[config.mk]
export PLATFORM = sky130hd
export DESIGN_NAME = epcf_front
export DESIGN_NICKNAME = d
export VERILOG_FILES = /design/src/rtl/epcf_pkg.sv /design/src/rtl/epcf_front.sv
export SDC_FILE = /design/constraint.sdc
export NUM_CORES = 1
export LEC_CHECK = 0
export BUFFER_PORTS_ARGS = -buffer_cell sky130_fd_sc_hd__buf_2
export CAP_MARGIN = 10
export CORE_UTILIZATION = 50
export DETAILED_ROUTE_END_ITERATION = 6
export PLACE_DENSITY = 0.76
export RECOVER_POWER = 50
export SETUP_SLACK_MARGIN = 0.3
export SKIP_CTS_REPAIR_TIMING = 1
export SLEW_MARGIN = 25
export SYNTH_ARGS = -nofsm -noshare
export SYNTH_HDL_FRONTEND = slang
export SYNTH_SLANG_ARGS = --single-unit
export TNS_END_PERCENT = 30
[constraint.sdc]
create_clock -name clk -period 7.8 [get_ports clk]
set_input_delay 0.39 -clock clk [delete_from_list [all_inputs] [get_ports clk]]
set_output_delay 0.39 -clock clk [all_outputs]
set_load 0.1 [all_outputs]
[src/rtl/epcf_pkg.sv]
// Shared types, constants and arithmetic helpers for the event pixel complementary filter.
package epcf_pkg;

	localparam int IMG_WIDTH  = 256;
	localparam int IMG_HEIGHT = 256;
	localparam int NPIX       = IMG_WIDTH * IMG_HEIGHT;
	localparam int ADDR_W     = $clog2(NPIX);
	localparam int COORD_W    = 11;

	localparam logic [11:0] FRAME_RESET = 12'd1659;

	localparam logic [1:0] CMD_EVENT  = 2'd0;
	localparam logic [1:0] CMD_FRAME  = 2'd1;
	localparam logic [1:0] CMD_READ   = 2'd2;
	localparam logic [1:0] CMD_UNUSED = 2'd3;

	localparam logic [1:0] REG_TH_ON   = 2'd0;
	localparam logic [1:0] REG_TH_OFF  = 2'd1;
	localparam logic [1:0] REG_CUTOFF  = 2'd2;
	localparam logic [1:0] REG_GUIDE   = 2'd3;

	typedef enum logic [2:0] {
		KIND_EVENT,
		KIND_FRAME,
		KIND_READ,
		KIND_NOP,
		KIND_OUTSIDE
	} kind_t;

	typedef enum logic [3:0] {
		ST_CLR,
		ST_IDLE,
		ST_RD,
		ST_MUL,
		ST_EXP,
		ST_BLD,
		ST_FIN,
		ST_SQ,
		ST_FLOG
	} back_state_t;

	typedef struct packed {
		logic [1:0]  cmd;
		logic [31:0] time_us;
		logic [7:0]  col;
		logic [7:0]  row;
		logic        polarity;
		logic [7:0]  frame_pixel;
	} in_item_t;

	typedef struct packed {
		logic signed [15:0] log_intensity;
		logic signed [15:0] guide_value;
		logic               status;
	} out_item_t;

	typedef struct packed {
		kind_t             kind;
		logic [31:0]       time_us;
		logic [ADDR_W-1:0] addr;
		logic              polarity;
		logic [7:0]        frame_pixel;
	} job_t;

	typedef struct packed {
		logic valid;
		job_t job;
	} job_req_t;

	typedef struct packed {
		logic pop;
		logic clearing;
	} back_ctl_t;

	typedef struct packed {
		logic [11:0]        th_on;
		logic signed [12:0] th_off;
		logic [23:0]        cutoff;
		logic [23:0]        guide_rate;
	} cfg_t;

	typedef struct packed {
		logic signed [15:0] log_v;
		logic signed [15:0] guide_v;
		logic [31:0]        last;
		logic [11:0]        frame;
	} pix_t;

	function automatic logic [15:0] exp_tab(input logic [3:0] k);
		logic [15:0] t;
		case (k)
			4'd0:    t = 16'd65520;
			4'd1:    t = 16'd65504;
			4'd2:    t = 16'd65472;
			4'd3:    t = 16'd65408;
			4'd4:    t = 16'd65280;
			4'd5:    t = 16'd65026;
			4'd6:    t = 16'd64520;
			4'd7:    t = 16'd63520;
			4'd8:    t = 16'd61565;
			4'd9:    t = 16'd57835;
			4'd10:   t = 16'd51039;
			4'd11:   t = 16'd39750;
			4'd12:   t = 16'd24109;
			4'd13:   t = 16'd8869;
			4'd14:   t = 16'd1200;
			default: t = 16'd22;
		endcase
		return t;
	endfunction

	function automatic logic signed [19:0] rnd16(input logic signed [34:0] v);
		logic [34:0] mag;
		logic [34:0] r;
		mag = v[34] ? 35'(-v) : 35'(v);
		r   = (mag + 35'd32768) >> 16;
		return v[34] ? -$signed(r[19:0]) : $signed(r[19:0]);
	endfunction

	function automatic logic signed [15:0] sat16(input logic signed [20:0] v);
		logic signed [15:0] r;
		if (v > 21'sd32767)
			r = 16'sh7FFF;
		else if (v < -21'sd32768)
			r = 16'sh8000;
		else
			r = v[15:0];
		return r;
	endfunction

endpackage

[src/rtl/epcf_front.sv]
// Front end: accept and classify requests, queue them for the back end.
module epcf_front (
	input  logic               clk,
	input  logic               arst_n,
	input  logic               in_valid,
	output logic               in_stall,
	input  epcf_pkg::in_item_t in_data,
	output epcf_pkg::job_req_t job_req,
	input  epcf_pkg::back_ctl_t back_ctl
);
	import epcf_pkg::*;

	job_t       mem_q [2];
	logic       wr_ptr_q;
	logic       rd_ptr_q;
	logic [1:0] cnt_q;
	logic       push;
	logic       pop;
	logic       outside;
	job_t       job_in;

	always_comb begin
		outside = (COORD_W'(in_data.col) >= COORD_W'(IMG_WIDTH))
			|| (COORD_W'(in_data.row) >= COORD_W'(IMG_HEIGHT));
		job_in.time_us     = in_data.time_us;
		job_in.polarity    = in_data.polarity;
		job_in.frame_pixel = in_data.frame_pixel;
		job_in.addr        = ADDR_W'(int'(in_data.row) * IMG_WIDTH + int'(in_data.col));
		unique case (in_data.cmd)
			CMD_EVENT: job_in.kind = KIND_EVENT;
			CMD_FRAME: job_in.kind = KIND_FRAME;
			CMD_READ:  job_in.kind = KIND_READ;
			default:   job_in.kind = KIND_NOP;
		endcase
		if (outside)
			job_in.kind = KIND_OUTSIDE;
	end

	assign in_stall      = (cnt_q == 2'd2) || back_ctl.clearing;
	assign push          = in_valid && !in_stall;
	assign pop           = back_ctl.pop && (cnt_q != 2'd0);
	assign job_req.valid = (cnt_q != 2'd0);
	assign job_req.job   = mem_q[rd_ptr_q];

	always_ff @(posedge clk) begin
		if (push)
			mem_q[wr_ptr_q] <= job_in;
	end

	always_ff @(posedge clk or negedge arst_n) begin
		if (!arst_n) begin
			wr_ptr_q <= 1'b0;
			rd_ptr_q <= 1'b0;
			cnt_q    <= 2'd0;
		end else begin
			if (push)
				wr_ptr_q <= !wr_ptr_q;
			if (pop)
				rd_ptr_q <= !rd_ptr_q;
			case ({push, pop})
				2'b10:   cnt_q <= cnt_q + 2'd1;
				2'b01:   cnt_q <= cnt_q - 2'd1;
				default: cnt_q <= cnt_q;
			endcase
		end
	end

endmodule

* Yosys cells after proc, flatten, opt, wreduce, memory -nomap -nowiden *
Memory sizes are Yosys's and may differ from the RTL's.
Index checks and enable logic that the tools add are counted.
W data, S select, Z words.

storage, ports and cells
  flip-flop bits (word level) = 4
  RAM bits = 118
  bits of input ports = 64
  output and inout port bits = 62
  logic and storage cells = 25
  memories kept = 1

memory list
  name   depth  width  rd ports  clocked after memory_dff  write ports  RTL line          RTL
  mem_q  2      59     1         0                         1            epcf_front.sv:13  job_t mem_q [2];

operators by class
  $add $sub $neg = 3
  eq/ne operators = 5
  muxes and demuxes = 4
  reductions and logical operators = 9

operator list
  operator               count
  $add A16 B8 Y16        1
  $eq A2 B2 Y1 const B   3
  $pmux W2 S3            1
  $eq A2 B1 Y1 const B   2
  $pmux W2 S2            1
  $reduce_bool A2 Y1     2
  $logic_not A1 Y1       3
  $add A2 B1 Y2 const B  1
  $logic_and A1 B1 Y1    2
  $logic_not A2 Y1       1
  $mux W1                2
  $sub A2 B1 Y2 const B  1
  $logic_or A1 B1 Y1     1

* Logic depth before layout (Yosys ltp) *
Gate-level depths: netlist of the first run.

  depth after elaboration = 6
  depth in mapped cells = 6
  gate-level depth less buffers = 6

* Worst setup path after synthesis of the first run *
No wires, ideal clock.

  path type = reg-to-reg
  start point = register cnt_q[0]
  end point = memory mem_q[0][0] (netlist bit) (enable)
  setup time = 0.476 ns
  data arrival time = 3.156 ns
  required time = 7.324 ns
  path slack = 4.168 ns
  cell stages (with the launch flop) = 4
  buffers on the path = 0
  period minus slack after synthesis = 3.632 ns
  path through = dfrtp_1 > nand2b_1 > nand3b_1 > nor2_1

between the ends
  longest elaborated chain between the ends = 6

RTL lines
  item                           RTL line          RTL
  start, declared                epcf_front.sv:16  logic [1:0] cnt_q;
  start signal, assigned         epcf_front.sv:61  2'b10: cnt_q <= cnt_q + 2'd1;
  start signal, assigned         epcf_front.sv:62  2'b01: cnt_q <= cnt_q - 2'd1;
  start signal, assigned         epcf_front.sv:63  default: cnt_q <= cnt_q;
  $eq A2 B2 Y1                   epcf_front.sv:39  assign in_stall = (cnt_q == 2'd2) || back_ctl.clearing;
  $logic_or A1 B1 Y1             epcf_front.sv:39
  $logic_not A1 Y1               epcf_front.sv:40  assign push = in_valid && !in_stall;
  $logic_and A1 B1 Y1            epcf_front.sv:40
  $mux W1                        epcf_front.sv:46  if (push)
  $mux W1 (not written as such)  epcf_front.sv:47  mem_q[wr_ptr_q] <= job_in;
  end, declared                  epcf_front.sv:13

No other way between the ends.

* Worst setup path after layout of the first run *
  start point = register cnt_q[0]
  end point = memory mem_q[0][48] (netlist bit) (enable)

Same word-level chain as after synthesis.

==> results of run 1 <==
-- worst paths after layout --
| kind | startpoint | end | slack (ns) |
|---|---|---|---|
| setup / recovery | cnt_q[0] | mem_q[0][48] | 3.98 |
| hold / removal | in_data[13] | mem_q[0][21] | 0.08 |
| setup reg to reg | cnt_q[0] | mem_q[0][48] | 3.98 |
| hold reg to reg | cnt_q[1] | cnt_q[1] | 0.50 |
| max in group asynchronous | arst_n | rd_ptr_q | 7.34 |
| min in group asynchronous | arst_n | wr_ptr_q | 0.24 |
-- cell usage in the layout (no fill, tap or decap) --
| master | synthesis | final |
|---|---|---|
| ha_1 | 1 | 1 |
| clkbuf_16 | 0 | 16 |
| buf_2 | 0 | 92 |
| clkinv_1 | 0 | 3 |
| inv_1 | 1 | 1 |
| clkinvlp_4 | 0 | 2 |
| and2_4 | 1 | 1 |
| clkinv_4 | 0 | 1 |
| inv_6 | 0 | 1 |
| dfrtp_4 | 0 | 1 |
| dlygate4sd3_1 | 0 | 1 |
| clkinv_2 | 0 | 4 |
| nor2_4 | 0 | 2 |
| clkbuf_1 | 2 | 34 |
| dfrtp_1 | 4 | 3 |
| clkbuf_8 | 0 | 1 |
| xor2_1 | 2 | 2 |
| or2b_1 | 1 | 1 |
| conb_1 | 1 | 1 |
| nor2_1 | 3 | 1 |
| xnor2_1 | 3 | 3 |
| edfxtp_1 | 118 | 118 |
| nand3b_1 | 1 | 1 |
| buf_1 | 0 | 1 |
| bufinv_16 | 0 | 3 |
| nand2b_1 | 1 | 1 |
| or2_2 | 0 | 1 |
| mux2_4 | 59 | 59 |
| buf_16 | 0 | 1 |
-- cells in the mapped netlist --
cell      count
ha_1          1
inv_1         1
nor2_1        3
buf_6         7
conb_1        1
nand2b_1      1
or2_4         1
mux2_4       59
or2b_1        1
buf_4         1
xnor2_1       3
and2_4        1
nand3b_1      1
xor2_1        2
clkbuf_1      2
edfxtp_1    118
dfrtp_1       4
-- worst register-to-register path: stages (launching register included) --
cell and delay [ns]:
dfrtp_1 0.41, nand2b_1 0.14, nand3b_1 0.25, nor2_4 0.15, clkbuf_1 2.36
-- final cells by class --
| type | count | share of cell area |
|---|---|---|
| Clock buffer | 18 | 0.0697 |
| Clock inverter | 14 | 0.0257 |
| Inverter | 1 | 0.000626 |
| Multi-Input combinational cell | 74 | 0.168 |
| Sequential cell | 122 | 0.608 |
| Tap cell | 111 | 0.0232 |
| Timing Repair Buffer | 128 | 0.104 |
-- routing by layer --
layer,up-vias,track usage,share of wire
met5,-,0,0
met4,0,0.0781,0.0085
met3,4,0.0675,0.059
met2,81,0.258,0.51
met1,1089,0.181,0.42
li1,1083,-,-
-- stage by stage --
stage                     hold WS [ns]  instance area, sq um  setup WS (ns)
after floorplan                 0.0944                  4740           4.17
after global placement           0.199                  5440           5.49
after detailed placement         0.202                  5460           5.68
after CTS                       -0.343                  6040           5.13
after global routing            0.0401                  6000           3.65
final                           0.0771                  6000           3.98
-- sequential cells by signal, indices dropped and copies added, names as in the netlist --
register / count
mem_q: 118
cnt_q: 2
wr_ptr_q: 1
rd_ptr_q: 1
-- kinds of logic after synthesis --
logic type / count (synthesis) / synth area share
DFF: 122 / 0.769
muxes: 59 / 0.187
buffers and inverters: 11 / 0.0206
and+or+nand+nor: 8 / 0.0106
xor gates and xnor gates: 5 / 0.00925
adders and majority gates: 1 / 0.00264
other: 1 / 0.000792
==> summary.md, run 1 <==
| Metric | Value |
|---|---|
| Status | `finished with violations` |
| Violated checks | `max-capacitance violations, max-slew violations` |
| CP startpoint kind | `flop` |
| Routed via count | `2,257` |
| Nets | `409` |
| Routability congestion estimate | `0.698` |
| FILL cells | `roughly 700` |
| Initial core utilization | `0.515` |
| CTS tree | `done` |
| Syn_area_per_cell | `22.9 sq um` |
| Kind of critical path | `flop to flop` |
| Post-Syn Area | `between 4000 and 5000 sq um` |
| RSZ-0062 raised after global routing | `no` |
| Bufs and invs on worst path | `1` |
| CP required | `7.83 ns` |
| Vias per inst | `4.82` |
| Slowest stage delay, CP | `around 2.4 ns` |
| Max clock buf depth | `2` |
| Count of cell types in the netlist | `17` |
| Worst Tran Pin Value | `3.34 ns` |
| Clk slew on worst S/H paths | `0.05 ns` |
| Reg2Reg Depth | `4` |
| Reg area | `around 3600 sq um` |
| Residual DRC | `0` |
| Top cells by area, synth | `edfxtp_1, mux2_4, dfrtp_1` |
| Final wirelength | `about 7600 microns` |
| Slowest CP cell | `clkbuf_1` |
| First-pass GRT wire length | `around 11,000 microns` |
| Post-route antenna net violation count | `0` |
| Cells after Synth | `207` |
| Clk sinks | `122` |
| Fmax | `~0.26 GHz` |
| Clock skew | `0.00923 ns` |
| Dpl cells | `around 440` |
| I/O Pins | `126` |
| HPWL Detailed | `roughly 5000 microns` |
| Core Area | `9200 sq um` |
| Final core occ | `0.652` |
| Multi-input logic area | `1010 sq um` |
| WP depth | `4` |
| Initial drt markers | `about 110` |
| CP top delay family | `buffers and inverters` |
| Clk Latency, worst-skew pair | `0.50 ns` |
| Crit end category | `flop` |
| Drt wl/cell | `16.2 microns` |
| Vias in the first global route | `about 2,200` |
| MaxCap Viol Count | `2` |
| Largest net degree at the start of global routing | `60` |
| Chip Width | `about 99 microns` |
| Site Rows | `35` |
| Post-route setup TNS | `0 ns` |
| Register area share after synthesis | `0.769` |
| Area Growth Syn to Fin | `26.6%` |
| Fin cells | `468` |
| CTS H-tree lvls | `4` |
| Gr usage total | `0.159` |
| Min Clock Period, post-route | `3.82 ns` |
| Share of layout cells above drive strength 1 | `0.518` |
| Hold Path Class | `input port to flop` |
| Area leader, netlist | `edfxtp_1` |
| Post-synthesis net count | `272` |
| Die Ht | `99.3 microns` |
| IO Port Bufs | `124` |
| Clock root buffer | `clkbuf_8` |
| Period Utilization, post-route | `0.490` |
| Fin. Hold Viols | `0` |
| Synth top area share | `0.748` |
| CP Cell Sequence | `nand2b_1, nand3b_1, nor2_4, clkbuf_1` |
| Die Footprint | `9870 sq um` |
| Yosys warnings | `0` |
| #FFs+latches synth | `between 100 and 150` |
| Pins Over Slew Limit | `between 100 and 150` |
| Initial antenna violation count | `0` |
| Max_slew headroom | `-1.23` |
| Grt ovf | `0` |
| Critical path fanouts, max | `59` |
| # diodes | `0` |
| Endpoints failing setup | `0` |
| WP data arrival | `3.86 ns` |
| TritonCTS buffer count | `17` |
| First drt pass iteration count | `4` |
| Hold Path Stages | `1` |
Power of run 1 is left out: the tool's default activity adds up to more than one toggle a clock period on the data nets, which glitch-free logic cannot reach.
==> run 2: changes to the inputs <==
==> constraint.sdc (replaced) <==
create_clock -name clk -period 3.56 [get_ports clk]
set_input_delay 0.178 -clock clk [delete_from_list [all_inputs] [get_ports clk]]
set_output_delay 0.178 -clock clk [all_outputs]
set_load 0.1 [all_outputs]
==> run 2 against run 1 <==
The run now ends clean. Maximum frequency rose by 47%. Via count up 13%. Largest cell class unchanged. Clock skew is 0.0036 ns lower. Design area is 10% higher. First-iteration DRC count is 0.90% higher. Worst setup slack worse by 3.0 ns. Critical path depth unchanged. Non-clock buffer count grew 61. Routed wire length up 12%. Core utilization is 6.5 points higher. Clock-buffer cell count up 1. Register-to-register slack worse by 3.0 ns.
==> summary.md, run 2 (synthesized netlist as in run 1, its figures left out) <==
| Metric | Value |
|---|---|
| Clock skew | `0.00566 ns (-0.00357 ns)` |
| Grt ovf | `0 (unchanged)` |
| Clk Latency, worst-skew pair | `0.51 ns (about the same)` |
| Largest net degree at the start of global routing | `37 (-38%)` |
| Commonest non-fill, non-tap cell in the layout | `edfxtp_1` |
| Pins Over Slew Limit | `0 (-100%)` |
| Max FFs per register | `118 (unchanged)` |
| Post-Layout Inst Area | `6590 sq um (+10%)` |
| Largest registers | `mem_q: 118 flops, cnt_q: 2 flops` |
| Initial drt markers | `112 (+0.90%)` |
| Initial core utilization | `0.515 (unchanged)` |
| Share of layout cells above drive strength 1 | `0.416 (-0.102)` |
| Hold Path Class | `input port to flop` |
| Critical path fanouts, max | `33 (-44%)` |
| Min Clock Period, post-route | `2.60 ns (-1.22 ns)` |
| Area Growth Syn to Fin | `39.2%` |
| FILL cells | `629 (-8.4%)` |
| First drt pass iteration count | `4 (unchanged)` |
| CP required | `3.76 ns (-4.07 ns)` |
| CTS H-tree lvls | `4 (unchanged)` |
| Die Ht | `99.3 microns (unchanged)` |
| CP startpoint kind | `flop` |
| Site Rows | `35 (unchanged)` |
| WP data arrival | `2.80 ns (-1.06 ns)` |
| Routed via count | `2,542 (+13%)` |
| # diodes | `0 (unchanged)` |
| Endpoints failing setup | `0 (unchanged)` |
| Vias in the first global route | `2,259 (+0.80%)` |
| Top reg by flops | `mem_q` |
| Kind of critical path | `flop to flop` |
| Status | `finished, final reports clean` |
| First-pass GRT wire length | `11,400 microns (+4.1%)` |
| Clock root buffer | `clkbuf_8` |
| Fmax | `0.384 GHz (+47%)` |
| Max clock buf depth | `2 (unchanged)` |
| Max_slew headroom | `0.0313 (+1.26)` |
| Final wirelength | `8500 microns (+12%)` |
| MaxCap Viol Count | `0 (-2)` |
| Vias per inst | `4.81 (-0.36%)` |
| Period Utilization, post-route | `0.731 (+0.241)` |
| Commonest non-fill, non-tap cells in the layout | `edfxtp_1, buf_2, dlygate4sd3_1, mux2_4, clkbuf_1` |
| Post-route setup TNS | `0 ns (unchanged)` |
| HPWL Detailed | `4940 microns (+0.48%)` |
| RSZ-0062 raised after global routing | `no` |
| CTS tree | `done` |
| Post-DP Area | `5490 sq um (+0.46%)` |
| Routability congestion estimate | `0.724 (+3.6%)` |
| TritonCTS buffer count | `17 (unchanged)` |
| Crit end category | `flop` |
| Clk sinks | `122 (unchanged)` |
| Chip Width | `99.3 microns (unchanged)` |
| Gr usage total | `0.163 (+0.00462)` |
| Post-route antenna net violation count | `0 (unchanged)` |
| I/O Pins | `126 (unchanged)` |
| Worst Tran Pin Value | `1.45 ns (-1.89 ns)` |
| Nets | `470 (+15%)` |
| Die Footprint | `9870 sq um (unchanged)` |
| Clk slew on worst S/H paths | `0.05 ns (about the same)` |
| Residual DRC | `0 (unchanged)` |
| Core Area | `9200 sq um (unchanged)` |
| Initial antenna violation count | `0 (unchanged)` |
| Fin. Hold Viols | `0 (unchanged)` |
| Drt wl/cell | `16.1 microns (-0.67%)` |
| IO Port Bufs | `124 (unchanged)` |
-- run 2: final cells by class --
type / count / area [sq um] / share of cell area
clock buffers: 19 / 422 / 0.0639
clock inverters: 13 / 128 / 0.0194
inverters: 1 / 3.75 / 0.000569
multi-input cells: 74 / 1000 / 0.152
flip-flops and latches: 122 / 3650 / 0.553
well taps: 111 / 139 / 0.0211
repair buffers: 189 / 1250 / 0.190
-- run 2: worst max-delay path: stages (launching register included) --
cell      delay [ns]
dfrtp_1         0.42
nand2b_1        0.16
nand3b_1        0.23
nor2_2          1.15
buf_12          0.32
-- run 2: worst paths after layout --
check / from / to / slack (ns) / cells past startpoint
max: cnt_q[0] / mem_q[1][52] / 0.96 / 4
min: in_valid / wr_ptr_q / 0.13 / 3
max reg2reg: cnt_q[0] / mem_q[1][52] / 0.96 / 4
min reg2reg: cnt_q[1] / cnt_q[1] / 0.50 / 1
max in group asynchronous: arst_n / rd_ptr_q / 2.78 / 3
min in group asynchronous: arst_n / cnt_q[0] / 0.59 / 3
-- run 2: per-stage QoR --
| step | instances | setup slack (ns) | util | hold slack, ns |
|---|---|---|---|---|
| CTS | 467 | 1.11 | 0.657 | -0.550 |
| global placement | 434 | 1.36 | 0.594 | -0.0129 |
| global route | 529 | 0.701 | 0.717 | 0.161 |
| detailed placement | 435 | 1.30 | 0.597 | -0.00647 |
| floorplan | 207 | -0.0723 | - | -0.118 |
| finish | 529 | 0.956 | 0.717 | 0.132 |
-- run 2: per-layer routing --
metal,vias up,GRT usage,part of all wire
met5,-,0,0
li1,1205,-,-
met4,0,0.0713,0.017
met3,13,0.0689,0.048
met1,1237,0.191,0.41
met2,87,0.265,0.52
Power of run 2 is left out for the same reason.
